[src/hdl/bbps_pkg.sv]
`timescale 1ns / 1ps

package bbps_pkg;

  // Counter widths
  localparam int TIME_BITS   = 16;
  localparam int REPEAT_BITS = 8;

  // Command codes
  typedef enum logic [1:0] {
    MODE_TICK = 2'd0,
    MODE_WARN = 2'd1,
    MODE_KEY  = 2'd2,
    MODE_MUTE = 2'd3
  } mode_t;

  // Pattern states; codes six and seven are unused
  typedef enum logic [2:0] {
    ST_IDLE  = 3'd0,
    ST_START = 3'd1,
    ST_ON    = 3'd2,
    ST_END   = 3'd3,
    ST_OFF   = 3'd4,
    ST_DONE  = 3'd5
  } pstate_t;

  // Command word
  typedef struct packed {
    mode_t       mode;
    logic [15:0] tone_freq_in;
    logic [15:0] on_ms;
    logic [15:0] off_ms;
    logic [7:0]  repeat_count;
    logic        mute_flag;
  } cmd_t;

  // Result word
  typedef struct packed {
    logic        tone_on;
    logic [15:0] tone_freq;
    logic        busy_res;
  } res_t;

  // Sequencer state
  typedef struct packed {
    pstate_t                  pstate;
    logic [TIME_BITS-1:0]     elapsed;
    logic [15:0]              pattern_freq;
    logic [TIME_BITS-1:0]     on_time;
    logic [TIME_BITS-1:0]     off_time;
    logic [REPEAT_BITS-1:0]   beeps_left;
    logic                     muted;
    logic                     tone_active;
    logic [15:0]              applied_freq;
  } seq_state_t;

  localparam logic [REPEAT_BITS-1:0] REP_TWO = REPEAT_BITS'(2);
  localparam logic [REPEAT_BITS-1:0] REP_ONE = REPEAT_BITS'(1);

endpackage

[src/hdl/bbps_step.sv]
`timescale 1ns / 1ps

module bbps_step (
  input  bbps_pkg::seq_state_t cur,
  input  bbps_pkg::cmd_t       cmd,
  output bbps_pkg::seq_state_t nxt,
  output bbps_pkg::res_t       res
);
  import bbps_pkg::*;

  logic [TIME_BITS-1:0] elapsed_inc;

  // Saturating tick count
  assign elapsed_inc = (cur.elapsed != '1) ? cur.elapsed + TIME_BITS'(1) : cur.elapsed;

  // Apply one command word to the state
  always_comb begin
    nxt = cur;
    case (cmd.mode)
      MODE_TICK: begin
        case (cur.pstate)
          ST_IDLE: begin
          end
          ST_START: begin
            if (!cur.muted) begin
              nxt.tone_active  = 1'b1;
              nxt.applied_freq = cur.pattern_freq;
            end
            nxt.pstate  = ST_ON;
            nxt.elapsed = '0;
          end
          ST_ON: begin
            if (elapsed_inc < cur.on_time) begin
              nxt.elapsed = elapsed_inc;
            end else begin
              nxt.pstate  = ST_END;
              nxt.elapsed = '0;
            end
          end
          ST_END: begin
            nxt.tone_active = 1'b0;
            nxt.pstate      = ST_OFF;
            nxt.elapsed     = '0;
          end
          ST_OFF: begin
            if (cur.beeps_left < REP_TWO) begin
              nxt.pstate  = ST_DONE;
              nxt.elapsed = '0;
            end else if (elapsed_inc < cur.off_time) begin
              nxt.elapsed = elapsed_inc;
            end else begin
              nxt.beeps_left = cur.beeps_left - REP_ONE;
              nxt.pstate     = ST_START;
              nxt.elapsed    = '0;
            end
          end
          ST_DONE: begin
            nxt.pattern_freq = '0;
            nxt.on_time      = '0;
            nxt.off_time     = '0;
            nxt.beeps_left   = '0;
            nxt.pstate       = ST_IDLE;
            nxt.elapsed      = '0;
          end
          default: begin
            nxt.pstate  = ST_IDLE;
            nxt.elapsed = '0;
          end
        endcase
      end
      MODE_WARN: begin
        nxt.pattern_freq = cmd.tone_freq_in;
        nxt.on_time      = TIME_BITS'(cmd.on_ms);
        nxt.off_time     = TIME_BITS'(cmd.off_ms);
        nxt.beeps_left   = REPEAT_BITS'(cmd.repeat_count);
        if (cur.pstate == ST_IDLE) begin
          nxt.pstate  = ST_START;
          nxt.elapsed = '0;
        end
      end
      MODE_KEY: begin
        nxt.pattern_freq = cmd.tone_freq_in;
        nxt.on_time      = TIME_BITS'(cmd.on_ms);
        nxt.off_time     = '0;
        nxt.beeps_left   = REP_ONE;
        nxt.pstate       = ST_START;
        nxt.elapsed      = '0;
      end
      default: begin
        nxt.muted = cmd.mute_flag;
        if (cmd.mute_flag) begin
          nxt.tone_active = 1'b0;
        end
      end
    endcase
  end

  // Form the result from the updated state
  assign res.tone_on   = nxt.tone_active;
  assign res.tone_freq = nxt.applied_freq;
  assign res.busy_res  = (nxt.pstate != ST_IDLE);

endmodule

[src/hdl/buzzer_beep_pattern_sequencer.sv]
`timescale 1ns / 1ps
// Channel  Direction  Word   Handshake
// cmd      in         cmd_t  cmd_valid / cmd_ready
// res      out        res_t  res_valid / res_ready
//
// One result word per command word, registered: it shows in the cycle after
// the command is taken. A command is taken every cycle while the result
// register is empty or being drained; the single result register is the
// only thing that stalls the command side.
// Synchronous reset returns the sequencer to idle and empties the result.

module buzzer_beep_pattern_sequencer (
  input  logic           clk,
  input  logic           rst,
  input  logic           cmd_valid,
  output logic           cmd_ready,
  input  bbps_pkg::cmd_t cmd,
  output logic           res_valid,
  input  logic           res_ready,
  output bbps_pkg::res_t res
);
  import bbps_pkg::*;

  seq_state_t state;
  seq_state_t state_next;
  res_t       res_next;
  logic       cmd_fire;

  assign cmd_ready = !res_valid || res_ready;
  assign cmd_fire  = cmd_valid && cmd_ready;

  bbps_step u_step (
    .cur (state),
    .cmd (cmd),
    .nxt (state_next),
    .res (res_next)
  );

  // Advance the sequencer on each accepted word
  always_ff @(posedge clk) begin
    if (rst) begin
      state.pstate       <= ST_IDLE;
      state.elapsed      <= '0;
      state.pattern_freq <= '0;
      state.on_time      <= '0;
      state.off_time     <= '0;
      state.beeps_left   <= '0;
      state.muted        <= 1'b0;
      state.tone_active  <= 1'b0;
      state.applied_freq <= '0;
    end else if (cmd_fire) begin
      state <= state_next;
    end
  end

  // Hold the result word until it is taken
  always_ff @(posedge clk) begin
    if (rst) begin
      res_valid <= 1'b0;
    end else if (cmd_fire) begin
      res_valid <= 1'b1;
    end else if (res_ready) begin
      res_valid <= 1'b0;
    end
  end

  always_ff @(posedge clk) begin
    if (cmd_fire) begin
      res <= res_next;
    end
  end

endmodule

[config.mk]
export PLATFORM = sky130hd
export DESIGN_NAME = buzzer_beep_pattern_sequencer
export DESIGN_NICKNAME = d
export VERILOG_FILES = /design/src/hdl/bbps_pkg.sv /design/src/hdl/bbps_step.sv /design/src/hdl/buzzer_beep_pattern_sequencer.sv
export SDC_FILE = /design/constraint.sdc
export NUM_CORES = 1
export LEC_CHECK = 0
export BUFFER_PORTS_ARGS = -buffer_cell sky130_fd_sc_hd__buf_4
export CORE_MARGIN = 8
export CORE_UTILIZATION = 45
export CTS_CLUSTER_DIAMETER = 150
export CTS_CLUSTER_SIZE = 40
export DETAILED_ROUTE_END_ITERATION = 7
export GPL_TIMING_DRIVEN = 1
export PLACE_DENSITY_LB_ADDON = 0.2
export RECOVER_POWER = 50
export SYNTH_ARGS = -nofsm -noshare
export SYNTH_HDL_FRONTEND = slang
export SYNTH_SLANG_ARGS = --single-unit
[constraint.sdc]
create_clock -name clk -period 4.2 [get_ports clk]
set_input_delay 0.84 -clock clk [delete_from_list [all_inputs] [get_ports clk]]
set_output_delay 0.84 -clock clk [all_outputs]
set_load 0.01 [all_outputs]
==> flow_summary.toml <==
[run_status]
run_status = "finished, violations left"
violations = "capacitance limit, slew limit"

[synth]
synth_cells = 698
yosys_warnings = 0
netlist.top_cell.by_area = "dfxtp_1"
async_flop_share_pct = 0
syn_area_per_cell_um2 = 8.41
ys.flop_type = "dfxtp_1"
synth_top_area_share_pct = 32.0
ys_types = 59
syn_area_um2 = 5870
syn_nets = 798
synth_edf_count = 18
synth_area_leaders = "dfxtp_1 32%, edfxtp_1 9.2%, ha_1 7.9%, a21oi_1 6.7%, nand2_1 5.8%"
ys_seq_elements = 112
yosysSeqAreaShare_pct = 41.2

[worst_hold_path]
holdPathStages = 2
hold_path.class = "flop to flop"

[sta]
setup_viol = 0
fin_crit_ns = 3.94
fmax_ghz = 0.254
worst_clock_skew_ns = 0.00707
maxSlewHeadroom_pct = -28.7
report.final.slew_viol_count = 40
tns_ns = 0
fin_crit_sh_pct = 93.7
rsz0062_at_grt = "false"
hold_viol = 0
tightest_slew_ns = 1.93

[drt]
routed_wl_mm = 15.3
dr.first_iter.drc_count = 388
firstDrtPassIters = 5
via_count = 5135
wl_per_cell_um = 16.2
vias_per_cell = 5.45
final_antenna_net_count = 0
drc_errors = 0

[power]
p_leak_nw = 2.66
power_switching_uw = 639
p_clk_share_pct = 36.3
combPwrFrac_pct = 13.6
p_int_mw = 1.68
power_frac_seq_pct = 50.1
p_sw_share_pct = 27.6
p_per_area_nw_per_um2 = 339
ir_drop_v = 0.000201

[global_routing]
overflow = 0
antenna_found_initial = 0
grt_pass1_wl_mm = 24.7
grtUsageTotal_pct = 18.3
grt_max_degree = 82
grt_pass1_vias = 5052

[place]
hpwl_mm = 10.3
dpl.cell_count = 925
io_buffer_count = 82
gp_congestion = 0.881
place_area_um2 = 6600

[floorplanning]
ioPinCount = 83
die_h_um = 130
die_x_um = 130
die_area_um2 = 17000
initial_core_util_pct = 46.4
num_rows = 41
core_um2 = 12700

[clocking]
cts_made_buffers = 9
htree_levels = 3
path_clk_slew_ns = 0.08
clkSinkCount = 112
tritoncts = "built"
root_buffer = "clkbuf_16"
cts.path.max_buffers = 2
worstSkewPairLatency_ns = 0.36

[setup_path]
reg2reg_depth = 14
crit_fanout = 9
worstPathArrival_ns = 4.21
cp-end-kind = "flop"
start_kind = "flop"
required_ns = 4.47
path_class = "flop to flop"

[cells_and_area]
stdcell_count = 943
layout-drive-gt1-share_pct = 14.3
nets = 866
final_util_pct = 53.9
area_growth_pct = 16.3
design_area_um2 = 6830
antennaDiodeCount = 0
fillers = 1223

[flow_run]
cap_violations = 1
==> final timing paths <==
path | from | to | slack [ns]
setup reg to reg | state[74] | state[21] | 0.26
hold / removal | state[66] | state[66] | 0.45
hold reg to reg | state[66] | state[66] | 0.45
setup / recovery | state[74] | state[21] | 0.26
==> per-stage QoR <==
| step | setup WS [ns] | hold WS, ns | power, mW |
|---|---|---|---|
| after CTS | 0.0850 | 0.455 | 2.34 |
| after global routing | 0.0199 | 0.471 | 2.41 |
| final | 0.265 | 0.452 | 2.32 |
| after floorplan | 0.501 | 0.429 | 1.38 |
| after global placement | 0.0819 | 0.436 | 1.50 |
| after detailed placement | -0.00336 | 0.444 | 1.50 |
==> sequential cells by signal, indices dropped and copies added (netlist names) <==
name,flops
res,18
res_valid,1
state,93
==> synth_stat cells, types with 12 or more instances <==
cell type,number
edfxtp_1,18
nor3_1,25
dfxtp_1,94
clkbuf_1,34
mux2_2,16
nand2_1,91
nand4_1,12
ha_1,37
nor2_1,60
inv_1,39
nand3_1,68
a21oi_1,79
==> cell usage in the layout (no fill, tap or decap), types with 9 or more instances in the layout <==
cell type	Yosys	layout
clkbuf_16	0	9
mux2_1	0	11
buf_4	0	72
clkbuf_1	34	26
nand3_1	68	68
nand4_1	12	12
dfxtp_1	94	93
a22o_1	10	10
nand2_1	91	91
nor3_1	25	24
edfxtp_1	18	18
xor2_1	10	10
ha_1	37	36
a21oi_1	79	79
o21ai_0	9	9
or3_1	9	9
inv_1	39	39
nor2_1	60	59
==> power groups by stage <==
stage | logic (mW) | clock network, mW | registers (mW)
floorplan | 0.197 | 0 | 1.18
global placement | 0.314 | 0 | 1.18
detailed placement | 0.318 | 0 | 1.18
CTS | 0.321 | 0.860 | 1.16
global route | 0.348 | 0.901 | 1.17
finish | 0.316 | 0.840 | 1.16
==> layer usage <==
| layer | vias up | GRT usage, % | part of all wire [%] |
|---|---|---|---|
| li1 | 2590 | - | - |
| met1 | 2369 | 22.9 | 45 |
| met2 | 162 | 30.2 | 47 |
| met3 | 14 | 5.26 | 6.5 |
| met4 | 0 | 5.12 | 1.5 |
| met5 | - | 0 | 0 |
==> worst max-delay path, stage by stage (launching register included) <==
cell and delay, ns:
dfxtp_2 0.36, ha_2 0.23, nand4_4 0.14, nor2_1 0.08
or4_4 0.55, or2_2 0.31, xnor2_1 0.17, ha_1 0.31
nand4_1 0.19, nor3_4 0.24, o211ai_1 0.18, o211ai_4 0.33
a31oi_4 0.20, or3_1 0.40, a21oi_1 0.18
==> cells by family (layout without fill, tap and decap cells) <==
group | Yosys count | after routing | synth area share (%)
multiplexers | 19 | 19 | 3.58
AND/OR/NAND/NOR | 303 | 303 | 24.9
buffers and inverters | 81 | 153 | 6.28
AO/OA/AOI/OAI | 128 | 129 | 13.4
adder cells (fa/ha/maj) | 37 | 37 | 7.88
flip-flops | 112 | 112 | 41.2
XOR/XNOR | 18 | 18 | 2.68
==> repair_timing <==
action / in CTS / in global routing
buffers inserted: 0 / 1
pin swaps: 0 / 5
resized for setup: 1 / 5
cloned: 0 / 1
hold buffers: 0 / 0
setup endpoints to repair: 5 / 23
==> area by class of cell <==
cell class | instances | area [um2] | share of cell area [%]
Timing Repair Buffer | 97 | 638 | 9.35
Sequential cell | 112 | 2420 | 35.5
Inverter | 40 | 150 | 2.20
Clock buffer | 11 | 233 | 3.41
Tap cell | 172 | 215 | 3.15
Multi-Input combinational cell | 506 | 3120 | 45.7
Clock inverter | 5 | 46.3 | 0.678
Power figures use the tool's default switching activity.
